`config.mk`:
```
export PLATFORM = sky130hd
export DESIGN_NAME = traffic_light_phase_controller
export DESIGN_NICKNAME = d
export VERILOG_FILES = /design/src/hdl/tlpc_pkg.sv /design/src/hdl/tlpc_cfg_regs.sv /design/src/hdl/tlpc_step.sv /design/src/hdl/traffic_light_phase_controller.sv
export SDC_FILE = /design/constraint.sdc
export NUM_CORES = 1
export LEC_CHECK = 0
export BUFFER_PORTS_ARGS = -buffer_cell sky130_fd_sc_hd__buf_2
export CAP_MARGIN = 20
export CELL_PAD_IN_SITES_DETAIL_PLACEMENT = 1
export CELL_PAD_IN_SITES_GLOBAL_PLACEMENT = 1
export CORE_ASPECT_RATIO = 1.25
export CORE_MARGIN = 5
export CORE_UTILIZATION = 43
export DETAILED_ROUTE_END_ITERATION = 10
export GPL_TIMING_DRIVEN = 0
export PLACE_DENSITY = 0.87
export SLEW_MARGIN = 10
export SYNTH_ARGS = -nofsm -noshare
export SYNTH_HDL_FRONTEND = slang
export SYNTH_SLANG_ARGS = --single-unit
```
`constraint.sdc`:
```
create_clock -name clk -period 10.79 [get_ports clk]
set_input_delay 2.158 -clock clk [delete_from_list [all_inputs] [get_ports clk]]
set_output_delay 2.158 -clock clk [all_outputs]
set_load 0.02 [all_outputs]
```
`src/hdl/tlpc_pkg.sv`:
```
// ---------------------------------------------------------------------------
// tlpc_pkg
// Shared codes, widths and bundles of the traffic light phase controller.
// ---------------------------------------------------------------------------
package tlpc_pkg;

  localparam int TIME_W  = 32;
  localparam int DUR_W   = 8;
  localparam int ROAD_W  = 2;
  localparam int LIGHT_W = 3;
  localparam int VEH_W   = 3;
  localparam int BTN_W   = 2;
  localparam int CFG_IDX_W = 3;

  // road codes
  localparam logic [ROAD_W-1:0] ROAD_EW  = 2'd0;
  localparam logic [ROAD_W-1:0] ROAD_MR  = 2'd1;
  localparam logic [ROAD_W-1:0] ROAD_OBH = 2'd2;
  localparam logic [ROAD_W-1:0] ROAD_PED = 2'd3;

  // light codes
  localparam logic [LIGHT_W-1:0] LT_VGREEN  = 3'd0;
  localparam logic [LIGHT_W-1:0] LT_VYELLOW = 3'd1;
  localparam logic [LIGHT_W-1:0] LT_ALLRED  = 3'd2;
  localparam logic [LIGHT_W-1:0] LT_WGREEN  = 3'd3;
  localparam logic [LIGHT_W-1:0] LT_WYELLOW = 3'd4;

  // register indexes
  localparam logic [CFG_IDX_W-1:0] REG_MAIN_GREEN = 3'd0;
  localparam logic [CFG_IDX_W-1:0] REG_SIDE_GREEN = 3'd1;
  localparam logic [CFG_IDX_W-1:0] REG_VEH_YELLOW = 3'd2;
  localparam logic [CFG_IDX_W-1:0] REG_WALK_GREEN = 3'd3;
  localparam logic [CFG_IDX_W-1:0] REG_WALK_YELLOW = 3'd4;
  localparam logic [CFG_IDX_W-1:0] REG_CLEARANCE  = 3'd5;

  // register reset values
  localparam logic [DUR_W-1:0] RST_MAIN_GREEN  = 8'd20;
  localparam logic [DUR_W-1:0] RST_SIDE_GREEN  = 8'd10;
  localparam logic [DUR_W-1:0] RST_VEH_YELLOW  = 8'd4;
  localparam logic [DUR_W-1:0] RST_WALK_GREEN  = 8'd10;
  localparam logic [DUR_W-1:0] RST_WALK_YELLOW = 8'd6;
  localparam logic [DUR_W-1:0] RST_CLEARANCE   = 8'd2;

  typedef struct packed {
    logic [DUR_W-1:0] main_green;
    logic [DUR_W-1:0] side_green;
    logic [DUR_W-1:0] veh_yellow;
    logic [DUR_W-1:0] walk_green;
    logic [DUR_W-1:0] walk_yellow;
    logic [DUR_W-1:0] clearance;
  } tlpc_cfg_t;

  typedef struct packed {
    logic [ROAD_W-1:0]  road;
    logic [LIGHT_W-1:0] light;
    logic [TIME_W-1:0]  start;
    logic               latch;
  } tlpc_state_t;

  localparam tlpc_state_t STATE_RST = '{road: ROAD_EW, light: LT_VGREEN,
                                        start: '0, latch: 1'b0};

endpackage

```
`src/hdl/tlpc_cfg_regs.sv`:
```
// ---------------------------------------------------------------------------
// tlpc_cfg_regs
// Duration register file, written one register at a time.
// ---------------------------------------------------------------------------
module tlpc_cfg_regs (
  input  logic                           clk,
  input  logic                           rst_n,
  input  logic                           wr_en,
  input  logic [tlpc_pkg::CFG_IDX_W-1:0] wr_index,
  input  logic [tlpc_pkg::DUR_W-1:0]     wr_data,
  output tlpc_pkg::tlpc_cfg_t            cfg
);
  import tlpc_pkg::*;

  tlpc_cfg_t cfg_r;

  always_ff @(posedge clk) begin
    if (!rst_n) begin
      cfg_r.main_green  <= RST_MAIN_GREEN;
      cfg_r.side_green  <= RST_SIDE_GREEN;
      cfg_r.veh_yellow  <= RST_VEH_YELLOW;
      cfg_r.walk_green  <= RST_WALK_GREEN;
      cfg_r.walk_yellow <= RST_WALK_YELLOW;
      cfg_r.clearance   <= RST_CLEARANCE;
    end else if (wr_en) begin
      unique case (wr_index)
        REG_MAIN_GREEN:  cfg_r.main_green  <= wr_data;
        REG_SIDE_GREEN:  cfg_r.side_green  <= wr_data;
        REG_VEH_YELLOW:  cfg_r.veh_yellow  <= wr_data;
        REG_WALK_GREEN:  cfg_r.walk_green  <= wr_data;
        REG_WALK_YELLOW: cfg_r.walk_yellow <= wr_data;
        REG_CLEARANCE:   cfg_r.clearance   <= wr_data;
        default: ;  // unused indexes are dropped
      endcase
    end
  end

  assign cfg = cfg_r;

endmodule

```
`src/hdl/tlpc_step.sv`:
```
// ---------------------------------------------------------------------------
// tlpc_step
// Next-state logic for one timestamp sample: timer compare and phase update.
// ---------------------------------------------------------------------------
module tlpc_step (
  input  tlpc_pkg::tlpc_cfg_t          cfg,
  input  tlpc_pkg::tlpc_state_t        cur,
  input  logic [tlpc_pkg::TIME_W-1:0]  now,
  input  logic [tlpc_pkg::VEH_W-1:0]   veh,
  input  logic [tlpc_pkg::BTN_W-1:0]   btn,
  output tlpc_pkg::tlpc_state_t        nxt
);
  import tlpc_pkg::*;

  logic [TIME_W-1:0] elapsed;
  logic [ROAD_W-1:0] next_road;
  logic              present;
  logic [DUR_W-1:0]  green_dur;
  logic              want_walk;
  logic              latch_set;

  function automatic logic expired(input logic [TIME_W-1:0] el,
                                   input logic [DUR_W-1:0] dur);
    expired = (el >= {{(TIME_W-DUR_W){1'b0}}, dur});
  endfunction

  assign elapsed   = now - cur.start;   // wraps mod 2^32
  assign next_road = (cur.road == ROAD_OBH) ? ROAD_EW : cur.road + 2'd1;
  assign green_dur = (cur.road == ROAD_EW) ? cfg.main_green : cfg.side_green;
  assign latch_set = cur.latch | ((btn != '0) && (cur.road != ROAD_PED));
  // OBH looks at the live button, not the latch
  assign want_walk = (cur.road == ROAD_OBH) ? btn[1] : latch_set;

  always_comb begin
    case (cur.road)
      ROAD_EW:  present = veh[2];
      ROAD_MR:  present = veh[1];
      ROAD_OBH: present = veh[0];
      default:  present = 1'b0;
    endcase
  end

  always_comb begin
    nxt       = cur;
    nxt.latch = latch_set;
    if (cur.road == ROAD_PED) begin
      case (cur.light)
        LT_WGREEN: begin
          if (expired(elapsed, cfg.walk_green)) begin
            nxt.light = LT_WYELLOW;
            nxt.start = now;
          end
        end
        LT_WYELLOW: begin
          if (expired(elapsed, cfg.walk_yellow)) begin
            nxt.light = LT_ALLRED;
            nxt.start = now;
          end
        end
        LT_ALLRED: begin
          if (expired(elapsed, cfg.clearance)) begin
            nxt.latch = 1'b0;
            nxt.start = now;
            if (veh == '0) begin
              nxt.light = LT_WGREEN;
            end else begin
              nxt.road  = ROAD_EW;
              nxt.light = LT_VGREEN;
            end
          end
        end
        default: ;
      endcase
    end else if (!present) begin
      // empty road: skip ahead, light kept
      nxt.road  = next_road;
      nxt.start = now;
    end else begin
      case (cur.light)
        LT_VGREEN: begin
          if (expired(elapsed, green_dur)) begin
            nxt.light = LT_VYELLOW;
            nxt.start = now;
          end
        end
        LT_VYELLOW: begin
          if (expired(elapsed, cfg.veh_yellow)) begin
            nxt.light = LT_ALLRED;
            nxt.start = now;
          end
        end
        LT_ALLRED: begin
          if (expired(elapsed, cfg.clearance)) begin
            nxt.start = now;
            if (want_walk) begin
              nxt.road  = ROAD_PED;
              nxt.light = LT_WGREEN;
            end else begin
              nxt.road  = next_road;
              nxt.light = LT_VGREEN;
            end
          end
        end
        default: ;
      endcase
    end
  end

endmodule

```
`src/hdl/traffic_light_phase_controller.sv`:
```
// ---------------------------------------------------------------------------
// traffic_light_phase_controller
// Three-road traffic light sequencer with latched pedestrian service.
// ---------------------------------------------------------------------------
// Each accepted item is one timestamp sample with vehicle sensors and walk
// buttons; each yields exactly one result item giving road, light and the
// walk latch after that sample. Throughput is one item per clock unless
// out_stall holds the result register: the input register feeds a
// combinational step (one 32-bit subtract and compare against the selected
// duration) whose result is written to the phase state and to the output
// register in the same cycle, so the next sample sees it right away. Items
// pass the input register, then the result register. in_stall rises only
// when the input register is full and the output register is held by
// out_stall. Durations are written through the cfg_ port (always ready);
// write them only while no item is in flight.
// ---------------------------------------------------------------------------
module traffic_light_phase_controller (
  input  logic                            clk,
  input  logic                            rst_n,
  // sample channel
  input  logic                            in_valid,
  output logic                            in_stall,
  input  logic [tlpc_pkg::TIME_W-1:0]     in_now,
  input  logic [tlpc_pkg::VEH_W-1:0]      in_vehicle_sensors,
  input  logic [tlpc_pkg::BTN_W-1:0]      in_walk_buttons,
  // result channel
  output logic                            out_valid,
  input  logic                            out_stall,
  output logic [tlpc_pkg::ROAD_W-1:0]     out_road_phase,
  output logic [tlpc_pkg::LIGHT_W-1:0]    out_light_phase,
  output logic                            out_walk_pending,
  // configuration write
  input  logic                            cfg_valid,
  output logic                            cfg_ready,
  input  logic [tlpc_pkg::CFG_IDX_W-1:0]  cfg_index,
  input  logic [tlpc_pkg::DUR_W-1:0]      cfg_data
);
  import tlpc_pkg::*;

  tlpc_cfg_t   cfg;
  tlpc_state_t state_r;
  tlpc_state_t state_nxt;

  // input register
  logic              s1_valid_r;
  logic [TIME_W-1:0] s1_now_r;
  logic [VEH_W-1:0]  s1_veh_r;
  logic [BTN_W-1:0]  s1_btn_r;

  // result register
  logic               out_valid_r;
  logic [ROAD_W-1:0]  out_road_r;
  logic [LIGHT_W-1:0] out_light_r;
  logic               out_pend_r;

  logic out_free;   // result register can take a new item this cycle
  logic s1_fire;    // step executes, state commits
  logic in_take;

  assign cfg_ready = 1'b1;

  tlpc_cfg_regs u_cfg (
    .clk      (clk),
    .rst_n    (rst_n),
    .wr_en    (cfg_valid & cfg_ready),
    .wr_index (cfg_index),
    .wr_data  (cfg_data),
    .cfg      (cfg)
  );

  tlpc_step u_step (
    .cfg (cfg),
    .cur (state_r),
    .now (s1_now_r),
    .veh (s1_veh_r),
    .btn (s1_btn_r),
    .nxt (state_nxt)
  );

  assign out_free = !out_valid_r || !out_stall;
  assign s1_fire  = s1_valid_r && out_free;
  assign in_stall = s1_valid_r && !out_free;
  assign in_take  = in_valid && !in_stall;

  // input register: refills whenever it empties or moves on
  always_ff @(posedge clk) begin
    if (!rst_n) begin
      s1_valid_r <= 1'b0;
    end else if (!in_stall) begin
      s1_valid_r <= in_valid;
    end
  end

  always_ff @(posedge clk) begin
    if (in_take) begin
      s1_now_r <= in_now;
      s1_veh_r <= in_vehicle_sensors;
      s1_btn_r <= in_walk_buttons;
    end
  end

  // phase state commits exactly once per item
  always_ff @(posedge clk) begin
    if (!rst_n) begin
      state_r <= STATE_RST;
    end else if (s1_fire) begin
      state_r <= state_nxt;
    end
  end

  always_ff @(posedge clk) begin
    if (!rst_n) begin
      out_valid_r <= 1'b0;
    end else if (out_free) begin
      out_valid_r <= s1_valid_r;
    end
  end

  always_ff @(posedge clk) begin
    if (s1_fire) begin
      out_road_r  <= state_nxt.road;
      out_light_r <= state_nxt.light;
      out_pend_r  <= state_nxt.latch;
    end
  end

  assign out_valid        = out_valid_r;
  assign out_road_phase   = out_road_r;
  assign out_light_phase  = out_light_r;
  assign out_walk_pending = out_pend_r;

  // ---------------------------------------------------------------------
  // assertions
  // ---------------------------------------------------------------------

  // phase state moves only when an item is stepped
  a_state_hold: assert property (@(posedge clk) disable iff (!rst_n)
    !s1_fire |=> $stable(state_r))
    else $error("phase state changed without an item");

  // pedestrian service never shows a vehicle green or yellow
  a_ped_light: assert property (@(posedge clk) disable iff (!rst_n)
    (out_valid_r && out_road_r == ROAD_PED) |->
      (out_light_r != LT_VGREEN && out_light_r != LT_VYELLOW))
    else $error("pedestrian phase with vehicle light");

  // vehicle roads never show a walk light
  a_veh_light: assert property (@(posedge clk) disable iff (!rst_n)
    (out_valid_r && out_road_r != ROAD_PED) |->
      (out_light_r == LT_VGREEN || out_light_r == LT_VYELLOW ||
       out_light_r == LT_ALLRED))
    else $error("vehicle road with walk light");

  // back-pressure only with both registers full
  a_stall_full: assert property (@(posedge clk) disable iff (!rst_n)
    in_stall |-> (s1_valid_r && out_valid_r && out_stall))
    else $error("input stalled with room in the pipeline");

endmodule

```
==> results.md <==
* Clk sink count at 131
* Htree depth at 4
* Worst-path clk slew at 60 ps
* Final TNS setup at 0 ps
* Setup Viol. Count Final at 0
* Clk_lat worst skew at 440 ps
* WL/cell at 21.6 µm
* Worst setup path start: s1_now_r[0]
* Die Span X at 136 µm
* First-pass GRT wire length at 48000 µm
* Clock Skew at around 12 ps
* Vias at ~8600
* Root Buffer: clkbuf_16
* PD cells at approximately 160 mW/mm²
* Critical path data arrival time at 5630 ps
* Flop2flop setup slack at 5510 ps
* Postcts setup bufs at 0
* Hold Crit Class: reg2reg
* Slowest cell on crit path: a2111oi_1
* Grt ovf at 0
* RePlAce Congestion at 0.926
* Worst-path cell chain: inv_1, ha_1, fa_1, nand2b_1, a21oi_1, o21ai_0, a21boi_0, o311a_1, nor2_1, a2111oi_1, and4_1, o21a_1, clkbuf_1, o21ai_0, a21oi_1
* Die area at 0.0227 mm²
* Initial core utilization at 43.7%
* Worst r2r path cells at 15
* Hpwl dp at 21500 µm
* Status: finished clean
* Number of diodes at 0
* Psw at 0.479 mW
* Max Cap Viol at 0
* Initial antenna violation count at 0
* Lkg Pwr at between 3 and 4 nW
* Final nets at 1252
* Comb power frac at approximately 23%
* Max Freq at 190 MHz
* Slew HR at 28.8%
* Reg2reg start: s1_now_r[0]
* Global router's overall resource usage at 26.9%
* Total iterations of the first detailed-routing run at 6
* CP required at 11150 ps
* Final worst path period share at 48.9%
* Internal Pwr Total at 1.13 mW
* Switch share at 29.7%
* Endpoint class of the critical path: flip-flop
* Antenna-violating nets left at 0
* Netlist cell types at 83
* Synth area leader: dfxtp_1
* Area Growth Syn to Fin at 16.1%
* Post_cts resized at 0
* Worst-path fanout max at 10
* CTS Buf Count at 17
* Hold buffers post-CTS at 0
* Crit path capture: state_r[23]
* Cells after synthesis at 1048
* Core box area at 0.0194 mm²
* Post-synth EDFFs at 43
* Top FF cell, synth: dfxtp_1
* Synth warn at 0
* Io pins at 62
* Reg-to-Reg End: state_r[23]
* Setup CP Type: reg2reg
* RSZ-0062 raised after global routing: no
* Peak supply drop at 0.126 mV
* Vias in the first global route at between 9000 and 10000
* Initial DRC count at about 510
* Synth async-reset ratio at 0%
* Share of power burned in registers at 33.9%
* Max clock buf depth at 2
* Residual DRC at 0
* Hold WS at approximately 460 ps
* Worst Setup Start Kind: flip-flop
* Share of the synthesized area in the top cell type at 20.8%
* WL final at 30400 µm
* Seq cells post-synth at ~130
* Pin count of the biggest net entering global routing at 21
* Commonest cells in the netlist: 150 x nand2_1, 123 x a21oi_1, 88 x dfxtp_1
* Row cnt at 57
* Syn nets at 1173
* Number of I/O port buffers at 59
* Final hold vios at 0
* CTS tree: yes
* Synthesized cell area at 0.00848 mm²
* Drt via density at 6.13
* Max stage delay on crit path at roughly 650 ps
* Layout cells sized above 1 at 10.6%
* Top cells by area, synth: dfxtp_1 21%, edfxtp_1 15%, ha_1 10%, a21oi_1 7.3%, nand2_1 6.6%
* Crit path time final at around 5300 ps
* Die Span Y at between 150 and 200 µm
* Most numerous cell in the Yosys netlist: nand2_1
* Sequential share of the synthesized area at between 30 and 40%
* Mean Syn Cell Area at roughly 8.1 µm²
* Max-slew violation count at 0
* Clock power share at 43.5%
* Least-Margin Pin Slew at between 1000 and 1500 ps
power by group through the flow:
stage	Sequential, mW	Clock, mW	Combinational, mW
3_5_place_dp	0.556	0	0.346
5_1_grt	0.548	0.729	0.398
3_3_place_gp	0.555	0	0.329
4_1_cts	0.546	0.704	0.357
2_1_floorplan	0.554	0	0.233
6_report	0.547	0.702	0.363
placed cells by master, fill, tap and decap left out, drive strengths merged, types with 4 or more instances in the layout:
cell,n
nor2b,11
edfxtp,43
or3,7
o211ai,11
o221ai,4
nand2b,13
nor4,6
mux2i,9
o21ai,88
nand2,150
buf,71
nor2,51
dfxtp,88
o31a,4
clkinv,5
bufinv,7
nor3,18
a31oi,8
ha,71
and3,6
clkbuf,54
xnor2,9
nand3,56
inv,75
a211o,5
and4,6
a21boi,4
a21oi,127
a21o,24
and2,7
o2111ai,5
o21a,15
a211oi,9
o22ai,5
nand4,12
a2111oi,5
worst min path at each step:
stage,startpoint,to,slack [ps],depth (start not counted)
after global placement,u_cfg.cfg[40],u_cfg.cfg[40],440,2
after CTS,u_cfg.cfg[38],u_cfg.cfg[38],460,2
after detailed placement,u_cfg.cfg[27],u_cfg.cfg[27],450,2
after global routing,u_cfg.cfg[25],u_cfg.cfg[25],480,2
final,u_cfg.cfg[23],u_cfg.cfg[23],460,2
after floorplan,u_cfg.cfg[40],u_cfg.cfg[40],430,2
metal layers:
layer | global-route usage, % | vias to the layer above | wire [µm]
li1 | - | 3963 | -
met1 | 28.5 | 4194 | 11200
met2 | 48.3 | 321 | 15800
met3 | 4.74 | 138 | 1340
met4 | 17.3 | 0 | 2030
met5 | 0 | - | 0
registers in the layout, indices dropped and copies added (netlist names):
register	flops
s1_btn_r	2
out_valid	1
out_walk_pending	1
s1_now_r	32
s1_veh_r	3
out_light_phase	3
s1_valid_r	1
out_road_phase	2
u_cfg.cfg	48
state_r	38
per-stage QoR:
| stage | util (%) | area, µm² | power (mW) | setup WS, ps | instances |
|---|---|---|---|---|---|
| after global placement | 47.0 | 9110 | 0.884 | 5110 | 1372 |
| final | 50.8 | 9850 | 1.61 | 5510 | 1405 |
| after global routing | 50.8 | 9850 | 1.67 | 5230 | 1405 |
| after CTS | 50.8 | 9850 | 1.61 | 5590 | 1405 |
| after floorplan | - | 8480 | 0.787 | 6190 | 1048 |
| after detailed placement | 47.1 | 9150 | 0.902 | 5660 | 1373 |
kinds of logic after synthesis:
family | share of synthesized area [%]
and+or+nand+nor | 19.9
AOI/OAI and AO/OA | 25.3
DFF | 36.0
buffers and inverters | 5.66
adders and majority gates | 10.7
muxes | 1.46
xor gates and xnor gates | 1.03
other | 0.0442
worst max-delay path: cells and delay by family (launching register included):
family	cells	cell delay, ps
simple gates	3	740
flops	1	350
buf+inv	2	440
compound gates	8	3010
fa+ha+maj	2	640
layout make-up:
cell class | count | area (µm²)
fillers | 2430 | 9550
repair buffers | 60 | 323
well taps | 265 | 332
multi-input cells | 796 | 4960
clock buffers | 19 | 453
plain buffers | 46 | 199
clock inverters | 13 | 253
inverters | 75 | 282
flip-flops and latches | 131 | 3050
No activity file was read; power rests on OpenSTA's default activity.
